File: src/hw/rtl/tssq_pkg.sv
// ----------------------------------------------------------------------------
// tssq_pkg
// Shared widths, codes and reset values for the supply rail switch sequencer.
// ----------------------------------------------------------------------------
package tssq_pkg;

    localparam int ACTION_W   = 2;
    localparam int VOLTAGE_W  = 8;
    localparam int DUTY_W     = 16;
    localparam int TICK_W     = 16;
    localparam int DELAY_W    = 8;
    localparam int CFG_IDX_W  = 3;
    localparam int CFG_DATA_W = 16;

    localparam int IN_DATA_W  = 24;
    localparam int OUT_DATA_W = 48;

    localparam logic [ACTION_W-1:0] ACT_TICK    = 2'd0;
    localparam logic [ACTION_W-1:0] ACT_VOLTAGE = 2'd1;
    localparam logic [ACTION_W-1:0] ACT_DUTY    = 2'd2;

    localparam logic [CFG_IDX_W-1:0] REG_CONTROL_PERIOD = 3'd0;
    localparam logic [CFG_IDX_W-1:0] REG_HOLD_STEPS     = 3'd1;
    localparam logic [CFG_IDX_W-1:0] REG_HIGH_OFF_DELAY = 3'd2;
    localparam logic [CFG_IDX_W-1:0] REG_LOW_OFF_DELAY  = 3'd3;
    localparam logic [CFG_IDX_W-1:0] REG_PWM_OFF_DUTY   = 3'd4;
    localparam logic [CFG_IDX_W-1:0] REG_CODE_FULL_RAIL = 3'd5;
    localparam logic [CFG_IDX_W-1:0] REG_CODE_BAND_LOW  = 3'd6;
    localparam logic [CFG_IDX_W-1:0] REG_CODE_BAND_HIGH = 3'd7;

    localparam logic [TICK_W-1:0]    RST_CONTROL_PERIOD = 16'd100;
    localparam logic [TICK_W-1:0]    RST_HOLD_STEPS     = 16'd600;
    localparam logic [DELAY_W-1:0]   RST_HIGH_OFF_DELAY = 8'd1;
    localparam logic [DELAY_W-1:0]   RST_LOW_OFF_DELAY  = 8'd1;
    localparam logic [DUTY_W-1:0]    RST_PWM_OFF_DUTY   = 16'd0;
    localparam logic [VOLTAGE_W-1:0] RST_CODE_FULL_RAIL = 8'd24;
    localparam logic [VOLTAGE_W-1:0] RST_CODE_BAND_LOW  = 8'd5;
    localparam logic [VOLTAGE_W-1:0] RST_CODE_BAND_HIGH = 8'd12;

    localparam int STEP_BIT = 42;

endpackage

File: src/hw/rtl/tem_supply_rail_switch_sequencer_unit.sv
// ----------------------------------------------------------------------------
// tem_supply_rail_switch_sequencer_unit
// Tick driven control of the 24 V and PWM regulated rails of a thermoelectric
// module, with break-before-make port switching and a duty hold on changes.
// ----------------------------------------------------------------------------
// A result appears in the cycle after its input transaction is accepted.
// Throughput: one transaction per cycle unless the result side stalls;
// the state update and the result packing sit before a single output register.
// Reset: aresetn is synchronous and active low; it clears all state but the
// output data register, turns both ports off and loads the register defaults.
module tem_supply_rail_switch_sequencer_unit (
    input  logic                            aclk,
    input  logic                            aresetn,
    input  logic                            s_tvalid,
    output logic                            s_tready,
    // voltage_value [7:0], duty_value [23:8]
    input  logic [tssq_pkg::IN_DATA_W-1:0]  s_tdata,
    // action [1:0]
    input  logic [tssq_pkg::ACTION_W-1:0]   s_tuser,
    output logic                            m_tvalid,
    input  logic                            m_tready,
    // high_rail_on [0], low_rail_on [1], pwm_compare [17:2],
    // voltage_readback [25:18], duty_readback [41:26], step_done [42]
    output logic [tssq_pkg::OUT_DATA_W-1:0] m_tdata,
    input  logic                            cfg_we,
    input  logic [tssq_pkg::CFG_IDX_W-1:0]  cfg_index,
    input  logic [tssq_pkg::CFG_DATA_W-1:0] cfg_wdata
);
    import tssq_pkg::*;

    logic [TICK_W-1:0]    control_period_reg;
    logic [TICK_W-1:0]    hold_steps_reg;
    logic [DELAY_W-1:0]   high_off_delay_reg;
    logic [DELAY_W-1:0]   low_off_delay_reg;
    logic [DUTY_W-1:0]    pwm_off_duty_reg;
    logic [VOLTAGE_W-1:0] code_full_rail_reg;
    logic [VOLTAGE_W-1:0] code_band_low_reg;
    logic [VOLTAGE_W-1:0] code_band_high_reg;

    logic [TICK_W-1:0]    tick_count_reg,    tick_count_next;
    logic [VOLTAGE_W-1:0] voltage_req_reg,   voltage_req_next;
    logic [DUTY_W-1:0]    duty_req_reg,      duty_req_next;
    logic [VOLTAGE_W-1:0] voltage_acc_reg,   voltage_acc_next;
    logic [DUTY_W-1:0]    duty_acc_reg,      duty_acc_next;
    logic [TICK_W-1:0]    hold_count_reg,    hold_count_next;
    logic [DELAY_W-1:0]   high_off_cnt_reg,  high_off_cnt_next;
    logic [DELAY_W-1:0]   low_off_cnt_reg,   low_off_cnt_next;
    logic                 high_port_reg,     high_port_next;
    logic                 low_port_reg,      low_port_next;
    logic [DUTY_W-1:0]    pwm_value_reg,     pwm_value_next;
    logic                 m_tvalid_reg;
    logic [OUT_DATA_W-1:0] m_tdata_reg,      m_tdata_next;

    logic                 s_accept;
    logic [ACTION_W-1:0]  s_action;
    logic [VOLTAGE_W-1:0] s_voltage;
    logic [DUTY_W-1:0]    s_duty;
    logic [TICK_W-1:0]    tick_inc;
    logic [DELAY_W-1:0]   high_off_dec;
    logic [DELAY_W-1:0]   low_off_dec;
    logic                 hold_active;
    logic [DUTY_W-1:0]    duty_now;
    logic                 step_run;

    assign s_tready  = !m_tvalid_reg || m_tready;
    assign s_accept  = s_tvalid && s_tready;
    assign s_action  = s_tuser;
    assign s_voltage = s_tdata[VOLTAGE_W-1:0];
    assign s_duty    = s_tdata[VOLTAGE_W+DUTY_W-1:VOLTAGE_W];

    assign tick_inc     = (tick_count_reg < control_period_reg) ?
                          tick_count_reg + TICK_W'(1) : tick_count_reg;
    assign high_off_dec = (high_off_cnt_reg != '0) ?
                          high_off_cnt_reg - DELAY_W'(1) : high_off_cnt_reg;
    assign low_off_dec  = (low_off_cnt_reg != '0) ?
                          low_off_cnt_reg - DELAY_W'(1) : low_off_cnt_reg;
    assign hold_active  = (voltage_req_reg != voltage_acc_reg) && (hold_count_reg != '0);
    assign duty_now     = hold_active ? duty_acc_reg : duty_req_reg;

    always_comb begin
        tick_count_next   = tick_count_reg;
        voltage_req_next  = voltage_req_reg;
        duty_req_next     = duty_req_reg;
        voltage_acc_next  = voltage_acc_reg;
        duty_acc_next     = duty_acc_reg;
        hold_count_next   = hold_count_reg;
        high_off_cnt_next = high_off_cnt_reg;
        low_off_cnt_next  = low_off_cnt_reg;
        high_port_next    = high_port_reg;
        low_port_next     = low_port_reg;
        pwm_value_next    = pwm_value_reg;
        step_run          = 1'b0;

        if (s_accept) begin
            unique case (s_action)
                ACT_TICK: begin
                    tick_count_next = tick_inc;
                    step_run        = (tick_inc >= control_period_reg);
                end
                ACT_VOLTAGE: begin
                    voltage_req_next = s_voltage;
                end
                ACT_DUTY: begin
                    duty_req_next = s_duty;
                end
                default: begin
                end
            endcase
        end

        if (step_run) begin
            tick_count_next   = '0;
            high_off_cnt_next = high_off_dec;
            low_off_cnt_next  = low_off_dec;
            if (hold_active) begin
                hold_count_next = hold_count_reg - TICK_W'(1);
            end else begin
                hold_count_next  = hold_steps_reg;
                voltage_acc_next = voltage_req_reg;
                duty_acc_next    = duty_req_reg;
            end
            if (voltage_req_reg == code_full_rail_reg) begin
                high_port_next = 1'b1;
                if (low_off_dec == '0) begin
                    low_port_next = 1'b0;
                end
                pwm_value_next    = pwm_off_duty_reg;
                high_off_cnt_next = high_off_delay_reg;
            end else if (voltage_req_reg >= code_band_low_reg &&
                         voltage_req_reg <= code_band_high_reg) begin
                low_port_next    = 1'b1;
                pwm_value_next   = duty_now;
                high_port_next   = (high_off_dec != '0);
                low_off_cnt_next = low_off_delay_reg;
            end else begin
                high_port_next   = 1'b0;
                low_port_next    = 1'b0;
                pwm_value_next   = pwm_off_duty_reg;
                voltage_req_next = '0;
            end
        end

        m_tdata_next = {5'b0, step_run, duty_req_next, voltage_req_next,
                        pwm_value_next, low_port_next, high_port_next};
    end

    always_ff @(posedge aclk) begin
        if (!aresetn) begin
            control_period_reg <= RST_CONTROL_PERIOD;
            hold_steps_reg     <= RST_HOLD_STEPS;
            high_off_delay_reg <= RST_HIGH_OFF_DELAY;
            low_off_delay_reg  <= RST_LOW_OFF_DELAY;
            pwm_off_duty_reg   <= RST_PWM_OFF_DUTY;
            code_full_rail_reg <= RST_CODE_FULL_RAIL;
            code_band_low_reg  <= RST_CODE_BAND_LOW;
            code_band_high_reg <= RST_CODE_BAND_HIGH;
        end else if (cfg_we) begin
            unique case (cfg_index)
                REG_CONTROL_PERIOD: control_period_reg <= cfg_wdata;
                REG_HOLD_STEPS:     hold_steps_reg     <= cfg_wdata;
                REG_HIGH_OFF_DELAY: high_off_delay_reg <= cfg_wdata[DELAY_W-1:0];
                REG_LOW_OFF_DELAY:  low_off_delay_reg  <= cfg_wdata[DELAY_W-1:0];
                REG_PWM_OFF_DUTY:   pwm_off_duty_reg   <= cfg_wdata;
                REG_CODE_FULL_RAIL: code_full_rail_reg <= cfg_wdata[VOLTAGE_W-1:0];
                REG_CODE_BAND_LOW:  code_band_low_reg  <= cfg_wdata[VOLTAGE_W-1:0];
                REG_CODE_BAND_HIGH: code_band_high_reg <= cfg_wdata[VOLTAGE_W-1:0];
                default: begin
                end
            endcase
        end
    end

    always_ff @(posedge aclk) begin
        if (!aresetn) begin
            tick_count_reg   <= '0;
            voltage_req_reg  <= '0;
            duty_req_reg     <= '0;
            voltage_acc_reg  <= '0;
            duty_acc_reg     <= '0;
            hold_count_reg   <= '0;
            high_off_cnt_reg <= '0;
            low_off_cnt_reg  <= '0;
            high_port_reg    <= 1'b0;
            low_port_reg     <= 1'b0;
            pwm_value_reg    <= '0;
            m_tvalid_reg     <= 1'b0;
        end else begin
            tick_count_reg   <= tick_count_next;
            voltage_req_reg  <= voltage_req_next;
            duty_req_reg     <= duty_req_next;
            voltage_acc_reg  <= voltage_acc_next;
            duty_acc_reg     <= duty_acc_next;
            hold_count_reg   <= hold_count_next;
            high_off_cnt_reg <= high_off_cnt_next;
            low_off_cnt_reg  <= low_off_cnt_next;
            high_port_reg    <= high_port_next;
            low_port_reg     <= low_port_next;
            pwm_value_reg    <= pwm_value_next;
            if (s_accept) begin
                m_tvalid_reg <= 1'b1;
            end else if (m_tready) begin
                m_tvalid_reg <= 1'b0;
            end
        end
    end

    always_ff @(posedge aclk) begin
        if (s_accept) begin
            m_tdata_reg <= m_tdata_next;
        end
    end

    assign m_tvalid = m_tvalid_reg;
    assign m_tdata  = m_tdata_reg;

`ifndef SYNTHESIS
    a_tick_bounded: assert property (@(posedge aclk) disable iff (!aresetn)
        (s_accept && s_action == ACT_TICK) |=>
        (tick_count_reg == '0 || tick_count_reg < $past(control_period_reg)))
        else $error("tick counter left at or above the control period");

    a_write_no_step: assert property (@(posedge aclk) disable iff (!aresetn)
        (s_accept && s_action != ACT_TICK) |=> !m_tdata[STEP_BIT])
        else $error("control step reported for a non-tick transaction");

    a_result_follows: assert property (@(posedge aclk) disable iff (!aresetn)
        s_accept |=> m_tvalid)
        else $error("accepted transaction produced no result");
`endif

endmodule

File: config.mk
export PLATFORM = sky130hd
export DESIGN_NAME = tem_supply_rail_switch_sequencer_unit
export DESIGN_NICKNAME = d
export VERILOG_FILES = /design/src/hw/rtl/tssq_pkg.sv /design/src/hw/rtl/tem_supply_rail_switch_sequencer_unit.sv
export SDC_FILE = /design/constraint.sdc
export NUM_CORES = 1
export LEC_CHECK = 0
export ABC_AREA = 1
export BUFFER_PORTS_ARGS = -buffer_cell sky130_fd_sc_hd__buf_2
export CAP_MARGIN = 20
export CORE_ASPECT_RATIO = 1.25
export CORE_MARGIN = 8
export CORE_UTILIZATION = 60
export DETAILED_ROUTE_END_ITERATION = 10
export PLACE_DENSITY_LB_ADDON = 0.05
export SYNTH_ARGS = -nofsm -noshare
export SYNTH_HDL_FRONTEND = slang
export SYNTH_SLANG_ARGS = --single-unit
File: constraint.sdc
create_clock -name aclk -period 3.6 [get_ports aclk]
set_input_delay 0.54 -clock aclk [delete_from_list [all_inputs] [get_ports aclk]]
set_output_delay 0.54 -clock aclk [all_outputs]
set_load 0.05 [all_outputs]
**After elaboration in Yosys (flattened, before gate mapping)**

Cells that the tools add are included.

- Muxes and demuxes: 29
- Magnitude comparators: 4
- Reduce and logical (&&, ||, !) cells: 24
- Bitwise operators: 2
- Equality and inequality tests: 11
- $add $sub $neg: 4

Operator list:

| kind | count |
|---|---|
| two-way mux 16 bit | 8 |
| two-way mux 8 bit | 10 |
| nonzero test 8 bit | 3 |
| AND reduction 2 bit | 10 |
| adder 16 x 1 -> 16 bit, second input constant | 1 |
| greater-or-equal comparator 16 bit | 1 |
| less-than comparator 16 bit | 1 |
| nonzero test 16 bit | 1 |
| subtractor 16 x 1 -> 16 bit, second input constant | 1 |
| subtractor 8 x 1 -> 8 bit, second input constant | 2 |
| equality test 3 bit, second input constant | 4 |
| two-way mux 1 bit | 11 |
| equality test 8 bit | 1 |
| greater-or-equal comparator 8 bit | 1 |
| less-or-equal comparator 8 bit | 1 |
| zero test 8 bit | 1 |
| != test 8 bit | 1 |
| equality test 3 x 2 -> 1 bit, second input constant | 2 |
| equality test 3 x 1 -> 1 bit, second input constant | 1 |
| logical AND 1 bit | 3 |
| zero test 3 bit | 1 |
| equality test 2 x 1 -> 1 bit, second input constant | 1 |
| equality test 2 bit, second input constant | 1 |
| zero test 2 bit | 1 |
| other kinds (5) | 6 |

- Bits of input ports: 50
- Flip-flop bits (word level): 246
- Output and inout port bits: 50

**Depth between registers and ports, before layout**

- Depth after elaboration: 7
- Depth in mapped cells: 30
- Mapped depth without buffers: 27

**Worst setup path after synthesis**

OpenSTA, ideal clock, no wires.

- Kind: reg-to-reg
- Start point: register tick_count_reg[9]
- End point: register m_tdata_reg[18], in the netlist m_tdata[18] (data pin)
- Cell stages (with the launch flop): 20
- Data arrival time: 2.943 ns
- Setup time: 0.261 ns
- Path slack: 0.396 ns
- Cell sequence: dfxtp_1 > ha_1 > a21o_1 > nand3_1 > a21oi_1 > nor2_1 > nand2_1 > buf_6 > buf_6 > o21ai_1 > inv_1 > ha_1 > nand4_1 > nor3_2 > nand3_1 > nand3_1 > nand2_4 > nor3_4 > buf_2 > nor2_1

- Cells in the longest elaborated chain, start to end: 6

Ends and longest elaborated chain:

| what | RTL line | text |
|---|---|---|
| from (decl) | tem_supply_rail_switch_sequencer_unit.sv:40 | `logic [TICK_W-1:0] tick_count_reg, tick_count_next;` |
| from (signal assigned) | tem_supply_rail_switch_sequencer_unit.sv:188 | `tick_count_reg <= tick_count_next;` |
| adder 16 x 1 -> 16 bit / less-than comparator 16 bit (equally long branches) | tem_supply_rail_switch_sequencer_unit.sv:72, tem_supply_rail_switch_sequencer_unit.sv:71 |  |
| two-way mux 16 bit (*) | tem_supply_rail_switch_sequencer_unit.sv:71 | `assign tick_inc = (tick_count_reg < control_period_reg) ?` |
| net tick_inc[11] | tem_supply_rail_switch_sequencer_unit.sv:58 | `logic [TICK_W-1:0] tick_inc;` |
| greater-or-equal comparator 16 bit (*) | tem_supply_rail_switch_sequencer_unit.sv:98 | `step_run = (tick_inc >= control_period_reg);` |
| two-way mux 1 bit (*) | tem_supply_rail_switch_sequencer_unit.sv:95 | `unique case (s_action)` |
| two-way mux 1 bit (*) | tem_supply_rail_switch_sequencer_unit.sv:94 | `if (s_accept) begin` |
| two-way mux 8 bit (*) | tem_supply_rail_switch_sequencer_unit.sv:111 | `if (step_run) begin` |
| net voltage_req_next[0] | tem_supply_rail_switch_sequencer_unit.sv:41 | `logic [VOLTAGE_W-1:0] voltage_req_reg, voltage_req_next;` |
| to (signal assigned) | tem_supply_rail_switch_sequencer_unit.sv:209 | `m_tdata_reg <= m_tdata_next;` |
| to (decl) | tem_supply_rail_switch_sequencer_unit.sv:52 | `logic [OUT_DATA_W-1:0] m_tdata_reg, m_tdata_next;` |

The timed path passes the listed nets; every way through them passes the cells marked *.
A chain may end at the register's enable or synchronous reset.

**Worst setup path in the final report**

- Start point: register control_period_reg[4]
- End point: register hold_count_reg[0]

- Cells in the longest elaborated chain, start to end: 5

Ends and longest elaborated chain:

| what | RTL line | text |
|---|---|---|
| from (decl) | tem_supply_rail_switch_sequencer_unit.sv:31 | `logic [TICK_W-1:0] control_period_reg;` |
| from (signal assigned) | tem_supply_rail_switch_sequencer_unit.sv:159 | `REG_CONTROL_PERIOD: control_period_reg <= cfg_wdata;` |
| less-than comparator 16 bit | tem_supply_rail_switch_sequencer_unit.sv:71 |  |
| two-way mux 16 bit | tem_supply_rail_switch_sequencer_unit.sv:71 |  |
| net tick_inc[10] | tem_supply_rail_switch_sequencer_unit.sv:58 |  |
| greater-or-equal comparator 16 bit | tem_supply_rail_switch_sequencer_unit.sv:98 |  |
| two-way mux 1 bit | tem_supply_rail_switch_sequencer_unit.sv:95 |  |
| two-way mux 1 bit | tem_supply_rail_switch_sequencer_unit.sv:94 |  |
| to (signal assigned) | tem_supply_rail_switch_sequencer_unit.sv:193 | `hold_count_reg <= hold_count_next;` |
| to (decl) | tem_supply_rail_switch_sequencer_unit.sv:45 | `logic [TICK_W-1:0] hold_count_reg, hold_count_next;` |

The timed path passes the listed nets, and every way through them passes these cells.

==> metrics.csv <==
stage,metric,value,unit
outcome,status,completed,
cells_and_area,# fillers,1712,
critical_path,Setup CP Type,reg -> reg,
sta,final setup fails,0,
power_and_ir_drop,sequential fraction of design power,37.0,%
run,MaxCap Viol Count,0,
cells_and_area,n_diodes,0,
power_and_ir_drop,Gate power share,32.4,%
critical_path,CP max stage cell,ha_2,
floorplan,Die ar.,0.02524,mm2
sta,final worst slack,76.49,ps
floorplan,core area,0.02010,mm2
global_routing,antenna violations before repair,0,
yosys,post-synthesis mux area share,0,%
sta,clk_skew,19.85,ps
cells_and_area,multi-input combinational cell area,0.005987,mm2
power_and_ir_drop,switch share,36.15,%
power_and_ir_drop,Clk pwr share,30.6,%
detailed_routing,Routed Antenna Nets,0,
clock_network,deepest clock path buffer count,3,
sta,fin. max-slew vios,0,
global_routing,Total Routing Usage GR,24.46,%
cells_and_area,sequential cell area,0.005365,mm2
yosys,Syn Inst Count,1633,
hold_path,HP Class,in -> reg,
clock_network,Num CTS Buffers,25,
yosys,adder-cell share of the synthesized area,5.421,%
placed_design,Place WS,34.13,ps
detailed_routing,DRT iter0 DRCs,755,
global_routing,global-route wire length before repair,50430,um
yosys,"count leader, synth",nand2_1,
yosys,Post-synth EDFFs,43,
global_routing,largest net degree at the start of global routing,96,
detailed_routing,drt via density,5.391,
yosys,synthesized area per cell,7.491,um2
detailed_routing,DR WL/cell,15.99,um
cells_and_area,share of layout cells above drive strength 1,15.91,%
critical_path,crit-path max FO,8,
yosys,"FFs w/ async S/R, synth",0,%
cells_and_area,Syn-to-layout area delta,16.00,%
yosys,main area contributors after synthesis,"dfxtp_1, nand2_1, edfxtp_1",
critical_path,crit path cell chain,"inv_1, ha_2, nand2_1, nor2_1, nand2_1, nand3_1, nand2_2, nand2_4, clkbuf_16, nand2_1, o21ai_4, inv_2, ha_4, nand4_1, nor3_4, nand2_1, nand3_2, nand2_4, buf_8, nor2_4, clkbuf_16, nand2_1, o21ai_0",
floorplan,row count,58,
critical_path,CP startpoint kind,flip-flop,
critical_path,crit end category,flip-flop,
placed_design,DPL Wire Length,21200,um
critical_path,crit-path max cell delay,330,ps
yosys,area share of the largest cell type after synthesis,33.22,%
detailed_routing,DR pass1 iterations,5,
sta,Worst-Margin Slew,924.8,ps
cells_and_area,layout net count,1831,
detailed_routing,Residual DRC,0,
yosys,Synth warnings,0,
sta,Period minus WS final,3524,ps
power_and_ir_drop,Internal Power,5295,uW
yosys,post-synthesis sequential area ratio,43.78,%
power_and_ir_drop,total power,8292,uW
critical_path,Most common cell on crit path,nand2_1,
yosys,Mapped Area,0.01223,mm2
yosys,most instantiated cells after synthesis,"nand2_1, dfxtp_1, inv_1, nor2_1, o21ai_0",
yosys,"area leader, netlist",dfxtp_1,
critical_path,worst endpoint data arrival time,3980,ps
placed_design,Placed Area,0.01294,mm2
sta,RSZ-0062 raised after global routing,yes,
detailed_routing,routed vias,10870,
clock_network,"CTS clk-pin slew, worst paths",60,ps
placed_design,Buffers on Ports,94,
clock_network,root buf cell,clkbuf_16,
power_and_ir_drop,Psw,2998,uW
sta,Achievable Freq,283.8,MHz
clock_network,H-tree levels,1,
clock_network,clock sinks,246,
detailed_routing,Post-Route WL,32250,um
floorplan,Die W,143.7,um
power_and_ir_drop,Worst VDD drop,0.0004240,V
clock_network,clock latency reported for the late side of the worst-skew pair,530,ps
critical_path,"Data required, critical path",4050,ps
placed_design,gpl congestion,0.8950,
cells_and_area,design area,0.01419,mm2
yosys,XOR/XNOR Fraction of Synth Area,2.434,%
floorplan,Die H,175.6,um
sta,slew margin rel.,38.28,%
yosys,Synth Area in Simple Gates,24.42,%
power_and_ir_drop,Cell Pwr Density,584.4,mW/mm2
sta,Fin. Hold Viols,0,
global_routing,GRT overflow,0,
floorplan,io pins,100,
yosys,"flops & latches, synth",246,
yosys,unique cell type count in the Yosys netlist,41,
clock_network,CTS tree,done,
yosys,main combinational cell family by area after synthesis,simple AND/OR/NAND/NOR gates,
yosys,Synth Area in Compound Gates,14.30,%
global_routing,vias in the first global route,10430,
floorplan,Initial Utilization,60.86,%
yosys,Most used DFF post-synth,dfxtp_1,
sta,Tcrit/Tclk final,97.88,%
cells_and_area,max reg flops,43,
power_and_ir_drop,leak pwr,0.006437,uW
## power groups by stage
| stage | combinational, uW | sequential [uW] | clock [uW] |
|---|---|---|---|
| finish | 2690 | 3070 | 2540 |
| detailed placement | 2450 | 3120 | 0 |
| CTS | 2470 | 3060 | 2570 |
| floorplan | 1820 | 3260 | 0 |
| global route | 2990 | 3080 | 2680 |
| global placement | 2410 | 3120 | 0 |
## per-layer routing
| layer | wire length (um) | GRT usage, % |
|---|---|---|
| met4 | 737 | 6.632 |
| met2 | 15760 | 43.02 |
| met1 | 13990 | 30.85 |
| met5 | 0 | 0 |
| met3 | 1772 | 2.852 |
## cells in the final DEF (no fill, tap or decap), types with 4 or more instances in the layout
master / Yosys / routed
o211ai_1: 6 / 6
o21ai_0: 144 / 135
o22ai_1: 16 / 16
nand4_1: 15 / 15
xnor2_1: 5 / 5
dfxtp_1: 203 / 195
o21ai_2: 0 / 6
clkbuf_16: 0 / 29
dfxtp_2: 0 / 8
buf_2: 14 / 94
nand2_1: 377 / 374
a21oi_1: 105 / 104
nor3_1: 19 / 17
clkbuf_1: 31 / 5
a211oi_1: 16 / 16
clkinv_1: 0 / 4
conb_1: 1 / 5
clkinv_2: 0 / 7
inv_2: 7 / 17
nor2_1: 171 / 168
nor2_2: 1 / 4
buf_4: 12 / 27
inv_1: 203 / 190
o21ai_4: 0 / 4
nand3_2: 16 / 20
nand2_2: 5 / 7
buf_12: 0 / 5
nand3_1: 75 / 71
nor3_4: 3 / 4
a21oi_2: 10 / 11
ha_4: 0 / 11
xor2_1: 29 / 29
edfxtp_1: 43 / 43
ha_1: 53 / 40
o21ai_1: 24 / 23
## worst paths after layout
kind / depth (start not counted) / endpoint / startpoint / slack, ps
hold / removal: 4 / m_tvalid$_SDFFE_PN0P_ / m_tready / 320
setup reg to reg: 23 / hold_count_reg[0]$_SDFFE_PN0P_ / control_period_reg[4]$_SDFFE_PN0P_ / 80
hold reg to reg: 2 / pwm_off_duty_reg[10]$_SDFFE_PN0P_ / pwm_off_duty_reg[10]$_SDFFE_PN0P_ / 450
setup / recovery: 23 / hold_count_reg[0]$_SDFFE_PN0P_ / control_period_reg[4]$_SDFFE_PN0P_ / 80
## cells by family after synthesis
kind of cell / count (synthesis)
AND/OR/NAND/NOR: 694
AO/OA/AOI/OAI: 325
buffers and inverters: 280
flip-flops: 246
adder cells (fa/ha/maj): 53
XOR/XNOR: 34
other: 1
## worst max-delay path, delay by kind of cell (launching register included)
| family | cells | cell delay (ps) |
|---|---|---|
| AOI/OAI and AO/OA | 2 | 160 |
| adders and majority gates | 2 | 600 |
| buffers and inverters | 5 | 710 |
| DFF | 1 | 300 |
| and+or+nand+nor | 14 | 1680 |
## per-stage QoR
stage,instances,util (%),setup TNS [ps],hold WS (ps)
global route,2017,70.59,-1928,316.9
global placement,1958,64.36,0,438.3
finish,2017,70.59,0,316.9
detailed placement,1958,64.36,0,442.8
floorplan,1637,-,0,424.7
CTS,2004,68.28,0,301.0
## final cells by class
class / count / area share, %
flip-flops and latches: 246 / 37.81
clock inverters: 15 / 0.9170
well taps: 270 / 2.381
repair buffers: 133 / 6.419
multi-input cells: 1111 / 42.19
clock buffers: 31 / 4.638
inverters: 211 / 5.643
## repair_timing
action                     in CTS  in global routing
setup buffers                   0                  7
hold buffers                    0                  0
setup endpoints to repair       0                122
gates resized for setup         0                 75
(Power assumes the default switching activity.)
